File: src/hw/rtl/tcce_pkg.sv
// ----------------------------------------------------------------------------
// tcce_pkg
// Shared types, codes and helpers of the text console cursor engine.
// ----------------------------------------------------------------------------
package tcce_pkg;

  localparam int unsigned TabStop = 8;

  localparam logic [20:0] CodeBs    = 21'd8;
  localparam logic [20:0] CodeTab   = 21'd9;
  localparam logic [20:0] CodeNl    = 21'd10;
  localparam logic [20:0] CodeCr    = 21'd13;
  localparam logic [20:0] CodeEsc   = 21'd27;
  localparam logic [20:0] CodeSpace = 21'd32;
  localparam logic [20:0] CodeAscii = 21'd128;

  localparam logic [6:0] GlyphSpace = 7'd32;
  localparam logic [6:0] GlyphSubst = 7'd63;

  typedef enum logic [1:0] {
    CMD_PUT   = 2'd0,
    CMD_SET   = 2'd1,
    CMD_CLEAR = 2'd2,
    CMD_NONE  = 2'd3
  } cmd_e;

  typedef enum logic [1:0] {
    KIND_CELL   = 2'd0,
    KIND_SCROLL = 2'd1,
    KIND_CURSOR = 2'd2,
    KIND_CLEAR  = 2'd3
  } kind_e;

  typedef enum logic [1:0] {
    REG_COLUMNS = 2'd0,
    REG_ROWS    = 2'd1,
    REG_FIRST   = 2'd2,
    REG_LAST    = 2'd3
  } reg_e;

  typedef enum logic [3:0] {
    OP_NL,
    OP_CR,
    OP_TAB,
    OP_BS,
    OP_SPACE,
    OP_CHAR,
    OP_DROP,
    OP_SET,
    OP_CLEAR
  } op_e;

  typedef struct packed {
    op_e        op;
    logic [6:0] glyph;
    logic [7:0] pos_col;
    logic [7:0] pos_row;
  } op_t;

  typedef struct packed {
    logic [7:0] text_columns;
    logic [7:0] text_rows;
    logic [6:0] first_glyph;
    logic [6:0] last_glyph;
  } cfg_t;

  function automatic logic [6:0] font_map(logic [6:0] c, logic [6:0] first,
                                          logic [6:0] last);
    logic [6:0] r;
    r = (c < first || c > last) ? GlyphSubst : c;
    return r;
  endfunction

endpackage

File: src/hw/rtl/tcce_front.sv
// ----------------------------------------------------------------------------
// tcce_front
// Accepts commands and classifies them into operations for the back end.
// ----------------------------------------------------------------------------
module tcce_front (
  input  logic            s_valid_i,
  output logic            s_ready_o,
  input  logic [1:0]      cmd_i,
  input  logic [20:0]     codepoint_i,
  input  logic [7:0]      pos_col_i,
  input  logic [7:0]      pos_row_i,
  output logic            push_o,
  output tcce_pkg::op_t   op_o,
  input  logic            full_i
);

  logic keep;

  assign s_ready_o = !full_i;

  always_comb begin
    keep             = 1'b1;
    op_o.op          = tcce_pkg::OP_DROP;
    op_o.glyph       = tcce_pkg::GlyphSpace;
    op_o.pos_col     = pos_col_i;
    op_o.pos_row     = pos_row_i;
    unique case (tcce_pkg::cmd_e'(cmd_i))
      tcce_pkg::CMD_PUT: begin
        priority if (codepoint_i == tcce_pkg::CodeNl) begin
          op_o.op = tcce_pkg::OP_NL;
        end else if (codepoint_i == tcce_pkg::CodeCr) begin
          op_o.op = tcce_pkg::OP_CR;
        end else if (codepoint_i == tcce_pkg::CodeTab) begin
          op_o.op = tcce_pkg::OP_TAB;
        end else if (codepoint_i == tcce_pkg::CodeBs) begin
          op_o.op = tcce_pkg::OP_BS;
        end else if (codepoint_i == tcce_pkg::CodeSpace) begin
          op_o.op = tcce_pkg::OP_SPACE;
        end else if (codepoint_i >= tcce_pkg::CodeSpace ||
                     codepoint_i == tcce_pkg::CodeEsc) begin
          op_o.op    = tcce_pkg::OP_CHAR;
          op_o.glyph = (codepoint_i < tcce_pkg::CodeAscii) ? codepoint_i[6:0]
                                                           : tcce_pkg::GlyphSubst;
        end else begin
          op_o.op = tcce_pkg::OP_DROP;
        end
      end
      tcce_pkg::CMD_SET:   op_o.op = tcce_pkg::OP_SET;
      tcce_pkg::CMD_CLEAR: op_o.op = tcce_pkg::OP_CLEAR;
      tcce_pkg::CMD_NONE:  keep = 1'b0;
      default:             keep = 1'b0;
    endcase
  end

  assign push_o = s_valid_i && !full_i && keep;

endmodule

File: src/hw/rtl/tcce_queue.sv
// ----------------------------------------------------------------------------
// tcce_queue
// Short operation queue between the front and back ends.
// ----------------------------------------------------------------------------
module tcce_queue #(
  parameter int unsigned Depth = 2
) (
  input  logic          clk_i,
  input  logic          rst_ni,
  input  logic          push_i,
  input  tcce_pkg::op_t op_i,
  output logic          full_o,
  input  logic          pop_i,
  output logic          valid_o,
  output tcce_pkg::op_t op_o
);

  localparam int unsigned AddrW = (Depth > 1) ? $clog2(Depth) : 1;
  localparam int unsigned CntW  = $clog2(Depth + 1);
  localparam logic [AddrW-1:0] LastAddr = AddrW'(Depth - 1);
  localparam logic [CntW-1:0]  Full     = CntW'(Depth);

  tcce_pkg::op_t    mem_q [Depth];
  logic [AddrW-1:0] wr_q, wr_d, rd_q, rd_d;
  logic [CntW-1:0]  cnt_q, cnt_d;
  logic             do_push, do_pop;

  assign full_o  = (cnt_q == Full);
  assign valid_o = (cnt_q != '0);
  assign op_o    = mem_q[rd_q];
  assign do_push = push_i && !full_o;
  assign do_pop  = pop_i && valid_o;

  always_comb begin
    wr_d  = wr_q;
    rd_d  = rd_q;
    cnt_d = cnt_q;
    if (do_push) begin
      wr_d = (wr_q == LastAddr) ? '0 : wr_q + AddrW'(1);
    end
    if (do_pop) begin
      rd_d = (rd_q == LastAddr) ? '0 : rd_q + AddrW'(1);
    end
    if (do_push && !do_pop) begin
      cnt_d = cnt_q + CntW'(1);
    end else if (do_pop && !do_push) begin
      cnt_d = cnt_q - CntW'(1);
    end
  end

  always_ff @(posedge clk_i or negedge rst_ni) begin
    if (!rst_ni) begin
      wr_q  <= '0;
      rd_q  <= '0;
      cnt_q <= '0;
    end else begin
      wr_q  <= wr_d;
      rd_q  <= rd_d;
      cnt_q <= cnt_d;
    end
  end

  always_ff @(posedge clk_i) begin
    if (do_push) begin
      mem_q[wr_q] <= op_i;
    end
  end

endmodule

File: src/hw/rtl/tcce_back.sv
// ----------------------------------------------------------------------------
// tcce_back
// Cursor sequencer: carries out one operation, at most one result per step.
// ----------------------------------------------------------------------------
module tcce_back (
  input  logic           clk_i,
  input  logic           rst_ni,
  input  tcce_pkg::cfg_t cfg_i,
  input  logic           q_valid_i,
  input  tcce_pkg::op_t  q_op_i,
  output logic           pop_o,
  output logic           m_valid_o,
  input  logic           m_ready_i,
  output logic [1:0]     kind_o,
  output logic [7:0]     col_o,
  output logic [7:0]     row_o,
  output logic [6:0]     glyph_o,
  output logic           last_o
);

  typedef enum logic [6:0] {
    S_IDLE = 7'b0000001,
    S_WRAP = 7'b0000010,
    S_TAB  = 7'b0000100,
    S_CELL = 7'b0001000,
    S_NEXT = 7'b0010000,
    S_CURS = 7'b0100000,
    S_CLR  = 7'b1000000
  } state_e;

  state_e      state_q, state_d;
  logic [7:0]  col_q, col_d, row_q, row_d;
  logic [8:0]  stop_q, stop_d;
  logic [6:0]  glyph_q, glyph_d;
  logic        step_q, step_d, chk_q, chk_d, put_q, put_d;

  logic        out_valid_q, out_valid_d;
  logic [1:0]  kind_q;
  logic [7:0]  ocol_q, orow_q;
  logic [6:0]  oglyph_q;
  logic        olast_q;

  logic        emit, e_last;
  tcce_pkg::kind_e e_kind;
  logic [7:0]  e_col, e_row;
  logic [6:0]  e_glyph;

  logic        adv;
  logic [7:0]  cols_eff, rows_eff, rows_m1;
  logic [8:0]  row_inc, col_inc;
  logic        scroll, col_ge;

  assign adv      = !out_valid_q || m_ready_i;
  assign cols_eff = (cfg_i.text_columns == '0) ? 8'd1 : cfg_i.text_columns;
  assign rows_eff = (cfg_i.text_rows == '0) ? 8'd1 : cfg_i.text_rows;
  assign rows_m1  = rows_eff - 8'd1;
  assign row_inc  = {1'b0, row_q} + 9'd1;
  assign col_inc  = {1'b0, col_q} + 9'd1;
  assign scroll   = row_inc >= {1'b0, rows_eff};
  assign col_ge   = col_q >= cols_eff;

  always_comb begin
    state_d = state_q;
    col_d   = col_q;
    row_d   = row_q;
    stop_d  = stop_q;
    glyph_d = glyph_q;
    step_d  = step_q;
    chk_d   = chk_q;
    put_d   = put_q;
    pop_o   = 1'b0;
    emit    = 1'b0;
    e_kind  = tcce_pkg::KIND_CELL;
    e_col   = '0;
    e_row   = '0;
    e_glyph = '0;
    e_last  = 1'b0;
    unique case (state_q)
      S_IDLE: begin
        if (q_valid_i && adv) begin
          pop_o = 1'b1;
          unique case (q_op_i.op)
            tcce_pkg::OP_NL: state_d = S_NEXT;
            tcce_pkg::OP_CR: begin
              col_d   = '0;
              state_d = S_CURS;
            end
            tcce_pkg::OP_TAB: begin
              stop_d  = 9'(({1'b0, col_q} / tcce_pkg::TabStop + 9'd1) * tcce_pkg::TabStop);
              state_d = S_TAB;
            end
            tcce_pkg::OP_BS: begin
              glyph_d = tcce_pkg::GlyphSpace;
              step_d  = 1'b0;
              chk_d   = 1'b0;
              priority if (col_q != '0) begin
                col_d   = col_q - 8'd1;
                state_d = S_CELL;
              end else if (row_q != '0) begin
                row_d   = row_q - 8'd1;
                col_d   = cols_eff - 8'd1;
                state_d = S_CELL;
              end else begin
                state_d = S_CURS;
              end
            end
            tcce_pkg::OP_SPACE: begin
              glyph_d = tcce_pkg::GlyphSpace;
              step_d  = 1'b1;
              chk_d   = 1'b1;
              state_d = S_CELL;
            end
            tcce_pkg::OP_CHAR: begin
              glyph_d = q_op_i.glyph;
              step_d  = 1'b1;
              chk_d   = 1'b0;
              put_d   = 1'b1;
              state_d = S_WRAP;
            end
            tcce_pkg::OP_DROP: begin
              put_d   = 1'b0;
              state_d = S_WRAP;
            end
            tcce_pkg::OP_SET: begin
              col_d   = (q_op_i.pos_col > cols_eff) ? cols_eff : q_op_i.pos_col;
              row_d   = (q_op_i.pos_row > rows_m1) ? rows_m1 : q_op_i.pos_row;
              state_d = S_CURS;
            end
            tcce_pkg::OP_CLEAR: begin
              col_d   = '0;
              row_d   = '0;
              state_d = S_CLR;
            end
            default: state_d = S_IDLE;
          endcase
        end
      end
      S_WRAP: begin
        if (adv) begin
          if (col_ge) begin
            col_d = '0;
            if (scroll) begin
              row_d  = rows_m1;
              emit   = 1'b1;
              e_kind = tcce_pkg::KIND_SCROLL;
              e_row  = rows_m1;
            end else begin
              row_d = row_inc[7:0];
            end
          end
          state_d = put_q ? S_CELL : S_CURS;
        end
      end
      S_TAB: begin
        if (adv) begin
          if ({1'b0, col_q} < stop_q && !col_ge) begin
            emit    = 1'b1;
            e_col   = col_q;
            e_row   = row_q;
            e_glyph = tcce_pkg::font_map(tcce_pkg::GlyphSpace, cfg_i.first_glyph,
                                         cfg_i.last_glyph);
            col_d   = col_inc[7:0];
          end else begin
            state_d = col_ge ? S_NEXT : S_CURS;
          end
        end
      end
      S_CELL: begin
        if (adv) begin
          emit    = 1'b1;
          e_col   = col_q;
          e_row   = row_q;
          e_glyph = tcce_pkg::font_map(glyph_q, cfg_i.first_glyph, cfg_i.last_glyph);
          if (step_q) begin
            col_d = col_inc[7:0];
          end
          state_d = (chk_q && col_inc >= {1'b0, cols_eff}) ? S_NEXT : S_CURS;
        end
      end
      S_NEXT: begin
        if (adv) begin
          col_d = '0;
          if (scroll) begin
            row_d  = rows_m1;
            emit   = 1'b1;
            e_kind = tcce_pkg::KIND_SCROLL;
            e_row  = rows_m1;
          end else begin
            row_d = row_inc[7:0];
          end
          state_d = S_CURS;
        end
      end
      S_CURS: begin
        if (adv) begin
          emit    = 1'b1;
          e_kind  = tcce_pkg::KIND_CURSOR;
          e_col   = col_q;
          e_row   = row_q;
          e_last  = 1'b1;
          state_d = S_IDLE;
        end
      end
      S_CLR: begin
        if (adv) begin
          emit    = 1'b1;
          e_kind  = tcce_pkg::KIND_CLEAR;
          e_last  = 1'b1;
          state_d = S_IDLE;
        end
      end
      default: state_d = S_IDLE;
    endcase
    out_valid_d = emit ? 1'b1 : (out_valid_q && !m_ready_i);
  end

  always_ff @(posedge clk_i or negedge rst_ni) begin
    if (!rst_ni) begin
      state_q     <= S_IDLE;
      col_q       <= '0;
      row_q       <= '0;
      out_valid_q <= 1'b0;
    end else begin
      state_q     <= state_d;
      col_q       <= col_d;
      row_q       <= row_d;
      out_valid_q <= out_valid_d;
    end
  end

  always_ff @(posedge clk_i) begin
    stop_q  <= stop_d;
    glyph_q <= glyph_d;
    step_q  <= step_d;
    chk_q   <= chk_d;
    put_q   <= put_d;
    if (emit) begin
      kind_q   <= e_kind;
      ocol_q   <= e_col;
      orow_q   <= e_row;
      oglyph_q <= e_glyph;
      olast_q  <= e_last;
    end
  end

  assign m_valid_o = out_valid_q;
  assign kind_o    = kind_q;
  assign col_o     = ocol_q;
  assign row_o     = orow_q;
  assign glyph_o   = oglyph_q;
  assign last_o    = olast_q;

endmodule

File: src/hw/rtl/text_console_cursor_engine_top.sv
// ----------------------------------------------------------------------------
// text_console_cursor_engine_top
// Character-cell console cursor engine: cell writes, scrolls, clears and cursor
// updates from a stream of console commands.
//
// Channel   Dir  Handshake               Content
// s_axis    in   s_axis_tvalid/tready    tuser: cmd; tdata: codepoint, pos_col, pos_row
// m_axis    out  m_axis_tvalid/tready    tuser: kind; tdata: col, row, glyph; tlast
// cfg       in   cfg_valid_i/cfg_ready_o index 0..3, 8-bit data
//
// At most one result leaves per cycle, while m_axis accepts it; a command takes
// a dispatch step plus its sequencer steps (a tab is the longest).
// The operation queue lets new commands in while the sequencer works.
// Reset homes the cursor, loads the register defaults and empties the queue.
// A stalled output holds the sequencer; a full queue holds s_axis.
// ----------------------------------------------------------------------------
module text_console_cursor_engine_top #(
  parameter int unsigned QueueDepth = 2
) (
  input  logic        clk_i,
  input  logic        rst_ni,
  input  logic        s_axis_tvalid,
  output logic        s_axis_tready,
  input  logic [39:0] s_axis_tdata,   // codepoint[20:0], pos_col[28:21], pos_row[36:29]
  input  logic [1:0]  s_axis_tuser,   // cmd[1:0]
  output logic        m_axis_tvalid,
  input  logic        m_axis_tready,
  output logic [23:0] m_axis_tdata,   // col[7:0], row[15:8], glyph[22:16]
  output logic [1:0]  m_axis_tuser,   // kind[1:0]
  output logic        m_axis_tlast,
  input  logic        cfg_valid_i,
  output logic        cfg_ready_o,
  input  logic [1:0]  cfg_index_i,
  input  logic [7:0]  cfg_data_i
);

  tcce_pkg::cfg_t cfg_q;
  tcce_pkg::op_t  f_op, q_op;
  logic           push, full, q_valid, pop;
  logic [7:0]     o_col, o_row;
  logic [6:0]     o_glyph;

  assign cfg_ready_o = 1'b1;

  always_ff @(posedge clk_i or negedge rst_ni) begin
    if (!rst_ni) begin
      cfg_q.text_columns <= 8'd80;
      cfg_q.text_rows    <= 8'd25;
      cfg_q.first_glyph  <= 7'd32;
      cfg_q.last_glyph   <= 7'd126;
    end else if (cfg_valid_i) begin
      unique case (tcce_pkg::reg_e'(cfg_index_i))
        tcce_pkg::REG_COLUMNS: cfg_q.text_columns <= cfg_data_i;
        tcce_pkg::REG_ROWS:    cfg_q.text_rows    <= cfg_data_i;
        tcce_pkg::REG_FIRST:   cfg_q.first_glyph  <= cfg_data_i[6:0];
        tcce_pkg::REG_LAST:    cfg_q.last_glyph   <= cfg_data_i[6:0];
        default: ;
      endcase
    end
  end

  tcce_front u_front (
    .s_valid_i   (s_axis_tvalid),
    .s_ready_o   (s_axis_tready),
    .cmd_i       (s_axis_tuser),
    .codepoint_i (s_axis_tdata[20:0]),
    .pos_col_i   (s_axis_tdata[28:21]),
    .pos_row_i   (s_axis_tdata[36:29]),
    .push_o      (push),
    .op_o        (f_op),
    .full_i      (full)
  );

  tcce_queue #(
    .Depth (QueueDepth)
  ) u_queue (
    .clk_i   (clk_i),
    .rst_ni  (rst_ni),
    .push_i  (push),
    .op_i    (f_op),
    .full_o  (full),
    .pop_i   (pop),
    .valid_o (q_valid),
    .op_o    (q_op)
  );

  tcce_back u_back (
    .clk_i     (clk_i),
    .rst_ni    (rst_ni),
    .cfg_i     (cfg_q),
    .q_valid_i (q_valid),
    .q_op_i    (q_op),
    .pop_o     (pop),
    .m_valid_o (m_axis_tvalid),
    .m_ready_i (m_axis_tready),
    .kind_o    (m_axis_tuser),
    .col_o     (o_col),
    .row_o     (o_row),
    .glyph_o   (o_glyph),
    .last_o    (m_axis_tlast)
  );

  assign m_axis_tdata = {1'b0, o_glyph, o_row, o_col};

endmodule
File: config.mk
export PLATFORM = sky130hd
export DESIGN_NAME = text_console_cursor_engine_top
export DESIGN_NICKNAME = d
export VERILOG_FILES = /design/src/hw/rtl/tcce_pkg.sv /design/src/hw/rtl/tcce_front.sv /design/src/hw/rtl/tcce_queue.sv /design/src/hw/rtl/tcce_back.sv /design/src/hw/rtl/text_console_cursor_engine_top.sv
export SDC_FILE = /design/constraint.sdc
export NUM_CORES = 1
export LEC_CHECK = 0
export BUFFER_PORTS_ARGS = -buffer_cell sky130_fd_sc_hd__buf_2
export CAP_MARGIN = 20
export CORE_MARGIN = 3
export CORE_UTILIZATION = 30
export CTS_CLUSTER_DIAMETER = 120
export DETAILED_ROUTE_END_ITERATION = 8
export SYNTH_ARGS = -nofsm -noshare
export SYNTH_HDL_FRONTEND = slang
export SYNTH_SLANG_ARGS = --single-unit
File: constraint.sdc
create_clock -name clk_i -period 3.9 [get_ports clk_i]
set_clock_uncertainty 0.15 [all_clocks]
set_input_delay 0.78 -clock clk_i [delete_from_list [all_inputs] [get_ports clk_i]]
set_output_delay 0.78 -clock clk_i [all_outputs]
set_load 0.01 [all_outputs]
* Word-level counts from Yosys, hierarchy flattened
Memory sizes are Yosys's and may differ from the RTL's.
Cells that the tools add are included.
W data, S select, Z words.
** Word-level totals
- Register bits :: 100
- RAM bits :: 54
- Bits of input ports :: 57
- Output and inout port bits :: 30
- Logic and storage cells :: 245
- Memories :: 1
** Memories
- u_queue.mem_q :: words 2, width 27, rd ports 1, clocked after Yosys merged registers in 0, write ports 1, RTL line tcce_queue.sv:23 : tcce_pkg::op_t mem_q [Depth];
** Cells by class
- Add/sub/neg operators :: 11
- Order comparisons :: 12
- Equality and inequality tests :: 43
- Muxes and demuxes :: 101
- Reductions and logical operators :: 56
** Operator list (number)
- $mux W8 :: 31
- $mux W7 :: 20
- $eq A21 B4 Y1 const B :: 4
- $pmux W8 S3 :: 3
- $pmux W7 S7 :: 1
- $pmux W7 S6 :: 1
- $pmux W8 S5 :: 1
- $pmux W8 S4 :: 1
- $sub A8 B1 Y8 const B :: 4
- $pmux W7 S2 :: 2
- $mux W6 :: 4
- $eq A21 B5 Y1 const B :: 1
- $eq A21 B6 Y1 const B :: 1
- $ge A21 B6 Y1 const B :: 1
- $lt A21 B8 Y1 const B :: 1
- $mux W4 :: 5
- $add A8 B1 Y9 const B :: 2
- $ge A9 B8 Y1 :: 2
- $ne A2 B1 Y1 const B :: 9
- $eq A4 B3 Y1 const B :: 4
- $gt A8 B8 Y1 :: 2
- $logic_not A8 Y1 :: 2
- $mux W1 :: 16
- $mux W2 :: 8
- other kinds (49) :: 97

* Longest topological paths before layout
- Depth after elaboration :: 9
- Mapped depth :: 14
- Depth with buffers taken out :: 14

* By module
Synthesis repeated with hierarchy kept, for this count alone.
** Unflattened totals
- Cell total of the unflattened synthesis :: 935
- Area, all modules :: 9750.6 µm²
** Modules (own cells, without submodules)
- tcce_back :: instances 1, cells an instance 686, area an instance 5800.6 µm², sequential area each 1863.0 µm²
- tcce_queue :: instances 1, cells an instance 103, area an instance 2248.4 µm², sequential area each 1721.7 µm²
- text_console_cursor_engine_top :: instances 1, cells an instance 68, area an instance 1168.6 µm², sequential area each 765.7 µm²
- tcce_front :: instances 1, cells an instance 78, area an instance 533.0 µm², sequential area each 0.0 µm²

* Worst setup path after synthesis
Ideal clock, no wire load.
- Path kind :: reg2reg
- Start :: register cfg_q[28] (netlist bit)
- End :: register u_back.ocol_q[0], in the netlist u_back.col_o[0], enable pin
- Library setup time :: 409 ps
- Data arrival time :: 3712 ps
- Required time :: 3341 ps
- Slack :: -371 ps
- Cell stages (with the launch flop) :: 13
- Buffers on the path :: 1
- Clock period less this slack :: 4271 ps
- Cell sequence :: dfstp_2 nor4_1 a31oi_1 inv_1 ha_1 nand2b_1 a2111oi_2 o31ai_1 or3b_1 clkbuf_1 nand3_1 nor2_1 nor2_1
** Between the ends
- Cells in the longest elaborated chain, start to end :: 8
- Elaborated cells between the ends (all ways) :: 10
- Classes of those cells :: order compare (1); mux (6); reduce/logical (3)
** RTL lines
- from (decl) :: RTL line text_console_cursor_engine_top.sv:37 : tcce_pkg::cfg_t cfg_q;
- $logic_not A8 Y1 :: RTL line tcce_back.sv:54 : assign cols_eff = (cfg_i.text_columns == '0) ? 8'd1 : cfg_i.text_columns;
- $mux W8 (*) :: RTL line tcce_back.sv:54
- $ge A8 B8 Y1 (*) :: RTL line tcce_back.sv:60 : assign col_ge = col_q >= cols_eff;
- $logic_not A1 Y1 :: RTL line tcce_back.sv:156 : if ({1'b0, col_q} < stop_q && !col_ge) begin
- $logic_and A1 B1 Y1 :: RTL line tcce_back.sv:156
- $mux W1 :: RTL line tcce_back.sv:156
- $mux W1 :: RTL line tcce_back.sv:155 : if (adv) begin
- $pmux W1 S4 (*) :: RTL line tcce_back.sv:78 : unique case (state_q)
- via u_back.emit :: RTL line tcce_back.sv:43 : logic emit, e_last;
- to (signal assigned) :: RTL line tcce_back.sv:239 : ocol_q <= e_col;
- to (decl) :: RTL line tcce_back.sv:39 : logic [7:0] ocol_q, orow_q;
The timed path passes the listed nets; every way through them passes the cells marked *.
A chain may end at the register's enable or synchronous reset.

* Worst setup path in the final report
- Start :: register cfg_q[18] (netlist bit)
- End :: register u_back.row_q[5]
** Between the ends
- Cells in the longest elaborated chain, start to end :: 8
- Elaborated cells between the ends (all ways) :: 13
- Classes of those cells :: add/sub (1); order compare (2); mux (9); reduce/logical (1)
** RTL lines
- $logic_not A8 Y1 :: RTL line tcce_back.sv:55 : assign rows_eff = (cfg_i.text_rows == '0) ? 8'd1 : cfg_i.text_rows;
- $mux W8 (*) :: RTL line tcce_back.sv:55
- $sub A8 B1 Y8 :: RTL line tcce_back.sv:56 : assign rows_m1 = rows_eff - 8'd1;
- $gt A8 B8 Y1 :: RTL line tcce_back.sv:126 : row_d = (q_op_i.pos_row > rows_m1) ? rows_m1 : q_op_i.pos_row;
- $mux W8 :: RTL line tcce_back.sv:126
- $pmux W8 S3 :: RTL line tcce_back.sv:82 : unique case (q_op_i.op)
- $mux W8 :: RTL line tcce_back.sv:80 : if (q_valid_i && adv) begin
- $pmux W8 S3 (*) :: RTL line tcce_back.sv:78
- to (signal assigned) :: RTL line tcce_back.sv:226 : row_q <= row_d;
- to (decl) :: RTL line tcce_back.sv:32 : logic [7:0] col_q, col_d, row_q, row_d;
Every way passes the cells marked *; elsewhere a longest branch is shown, timed or not. The select of a mux whose other input is x is not followed.

==> impl_results.md <==
* Sw Ratio at 39.3%
* Worst slew margin at between 50% and 60%
* Routed wl met3 at 1.58 mm
* Routed wl met2 at 10.2 mm
* M1 wire length at about 11 mm
* Count of final setup violators at 0
* IO Count at 87
* Fin cells at 1392
* Clk Latency, worst-skew pair at 0.43 ns
* Total Neg Setup Slack at 0 ns
* Pwr per Cell Area at 701 nW/um^2
* RSZ-0062 raised after global routing: no
* Routed WL per cell at between 15 and 20 um
* Post-synth EDFFs at 96
* Vias per inst at 5.14
* Finished Core Util at 35.7%
* Largest net degree at the start of global routing at 48
* Worst ir drop on vdd at 0.339 mV
* Max Buffers Root-to-Sink at 2
* FF-to-FF path depth at 15
* Leak Pwr at 4.54 nW
* Logic pwr share at 44.0%
* GRT overflow at 0
* Layout net count at around 1100
* Vias at between 7000 and 8000
* Final min period at 3.64 ns
* Max Fclk at 275 MHz
* Placed cell areas at approximately 10000 um^2
* Post-CTS setup buffer count at 0
* Max cap viols at 0
* Internal power at 4.66 mW
* Clk network pwr share at 22.0%
* Layout area overhead at 17.1%
* Starting Density at 30.5%
* GRT Util Overall at between 10% and 20%
* Post-synthesis cell type count at 87
* Gpl congestion at 0.901
* Initial antenna violation count at 2
* Required @ worst endpoint at 4.04 ns
* Synth Cell Area at 9360 um^2
* Initial drt markers at 657
* Die area at 33300 um^2
* CTS tree: built
* Reg clk slew, reported paths at about 0.060 ns
* Die width at 183 um
* Final ANT Viol Nets at 0
* Detailed placer's ending HPWL at 18.1 mm
* IO Port Bufs at 81
* Layout cell share with drive strength beyond 1 at 23.8%
* Highest routed layer: met5
* CP Launch Point: cfg_q[18]
* Pre-Repair DR Iteration Count at 5
* Max-slew violation count at 0
* Cell area after layout at 11000 um^2
* Outcome: finished clean
* Mean Syn Cell Area at roughly 11 um^2
* WP data arrival at 3.79 ns
* Ys Warns at 0
* CP max FO at 7
* Async SR Flop Fraction at 37.7%
* Fin. Hold Viols at 0
* R2r endpoint: u_back.row_q[5]
* Main synth FF type: edfxtp_1
* Psw at 3.02 mW
* Fin crit share at 93.4%
* Register area share after synthesis at about 46%
* R2r setup slk at 0.26 ns
* Critical path type: register to register
* CTS Sinks at 154
* Num rows at 64
* Worst setup SP type: register
* Hold Crit Class: input pin to async pin
* First-pass GRT wire length at 37.5 mm
* Placed Cells at around 1400
* Residual DRC at 0
* Reg power frac at 34.0%
* Post-Syn Nets at roughly 1000
* FF-to-FF Start: cfg_q[18]
* CTS buffer count at 17
* Core ar. at 30700 um^2
* Most common cell after layout, fill and taps aside: edfxtp_1
* Worst Setup End Kind: register
* CP endpoint: u_back.row_q[5]
* CTS Root Cell: clkbuf_16
* H-tree depth at 4
* Filler Cells Inserted at 3075
* Vias in the first global route at 6832
* Most frequent cells in the layout: edfxtp_1, buf_2, nor2_1, nand2_1, ha_1
* Yosys reg bits at about 150
* Synth Instances at 882
* Die height at 183 um
* Slew at the pin with the worst max-slew slack at 0.644 ns
* Total Wirelength at ~24 mm
## cell families after synthesis
group / synth area share, %
muxes: 7.55
other: 0.0803
and+or+nand+nor: 15.5
AOI/OAI and AO/OA: 14.0
xor gates and xnor gates: 3.37
DFF: 46.5
adders and majority gates: 8.69
buffers and inverters: 4.28
## Yosys cell counts (9+ instances only)
master | n | share of area, %
a21oi_1 | 47 | 2.5
a22oi_1 | 9 | 0.72
a31oi_1 | 12 | 0.80
and3_1 | 17 | 1.1
buf_2 | 10 | 0.53
clkbuf_1 | 14 | 0.56
dfrtp_1 | 45 | 12
dfstp_2 | 13 | 3.7
edfxtp_1 | 96 | 31
ha_1 | 65 | 8.7
inv_1 | 59 | 2.4
mux2_2 | 45 | 5.4
mux2i_1 | 20 | 2.1
nand2_1 | 65 | 2.6
nand3_1 | 15 | 0.80
nand4_1 | 11 | 0.74
nor2_1 | 76 | 3.0
nor2b_1 | 9 | 0.60
nor3_1 | 12 | 0.64
o21ai_0 | 36 | 1.9
xnor2_1 | 23 | 2.2
xor2_1 | 13 | 1.2
## flip-flops by register name, summed over array words and instances (netlist names)
signal	count
u_back.chk_q	1
u_queue.wr_q	1
u_back.row_o	8
u_back.glyph_q	7
u_back.glyph_o	7
u_queue.cnt_q	2
u_back.put_q	1
u_back.stop_q	6
u_queue.rd_q	1
u_back.m_valid_o	1
u_back.step_q	1
u_queue.mem_q	54
cfg_q	30
u_back.row_q	8
u_back.last_o	1
u_back.col_o	8
u_back.state_q	7
u_back.col_q	8
u_back.kind_o	2
## area by class of cell
type | instances | area, um^2 | share of cell area (%)
multi-input cells | 636 | 4630 | 42.2
flip-flops and latches | 154 | 4350 | 39.7
repair buffers | 114 | 657 | 5.99
well taps | 396 | 495 | 4.52
clock buffers | 18 | 429 | 3.92
inverters | 59 | 221 | 2.02
clock inverters | 14 | 174 | 1.59
diodes | 1 | 2.50 | 0.0228
## metal layers
| layer | vias up | global-route usage, % |
|---|---|---|
| li1 | 3467 | - |
| met1 | 3415 | 21.0 |
| met2 | 242 | 20.6 |
| met3 | 30 | 3.31 |
| met4 | 4 | 4.27 |
| met5 | - | 0 |
## worst max-delay path, cell delays in order, from the launching register on
cell      delay (ns)
dfstp_2         0.60
nor4_1          0.08
a31o_2          0.28
inv_1           0.17
ha_1            0.23
nand2_1         0.08
xnor2_1         0.32
inv_1           0.08
ha_1            0.30
nand4_1         0.18
a21oi_1         0.27
o22ai_4         0.16
buf_4           0.19
mux2i_1         0.13
o221ai_1        0.19
o21ai_0         0.10
## worst min-delay path by stage
| stage | start | to | slack [ns] | cells past startpoint |
|---|---|---|---|---|
| global route | rst_ni | u_back.row_q[2] | 0.10 | 1 |
| global placement | cfg_q[8] | cfg_q[8] | 0.34 | 1 |
| detailed placement | u_queue.wr_q | u_queue.wr_q | 0.35 | 1 |
| finish | rst_ni | u_back.row_q[2] | 0.1 | 1 |
| CTS | rst_ni | cfg_q[15] | 0.08 | 1 |
| floorplan | u_queue.wr_q | u_queue.wr_q | 0.31 | 1 |
## power groups by stage
stage	sequential (mW)	clock, mW	combinational, mW
5_1_grt	2.66	1.80	3.79
4_1_cts	2.61	1.74	3.36
3_3_place_gp	2.63	0	3.27
6_report	2.61	1.69	3.38
3_5_place_dp	2.64	0	3.33
2_1_floorplan	2.44	0	2.59
## metrics by stage
| stage | power (mW) | hold WS [ns] | setup slack, ns |
|---|---|---|---|
| finish | 7.69 | 0.0985 | 0.258 |
| global placement | 5.90 | 0.341 | 0.236 |
| floorplan | 5.03 | 0.310 | 0.0533 |
| detailed placement | 5.97 | 0.354 | 0.209 |
| CTS | 7.70 | 0.0832 | 0.186 |
| global route | 8.25 | 0.105 | 0.0571 |
## timing repair
item / 4_1_cts / 5_1_grt
resized for setup: 0 / 5
endpoints found under the setup margin: 0 / 21
hold buffers: 0 / 0
Power figures use the tool's default switching activity.
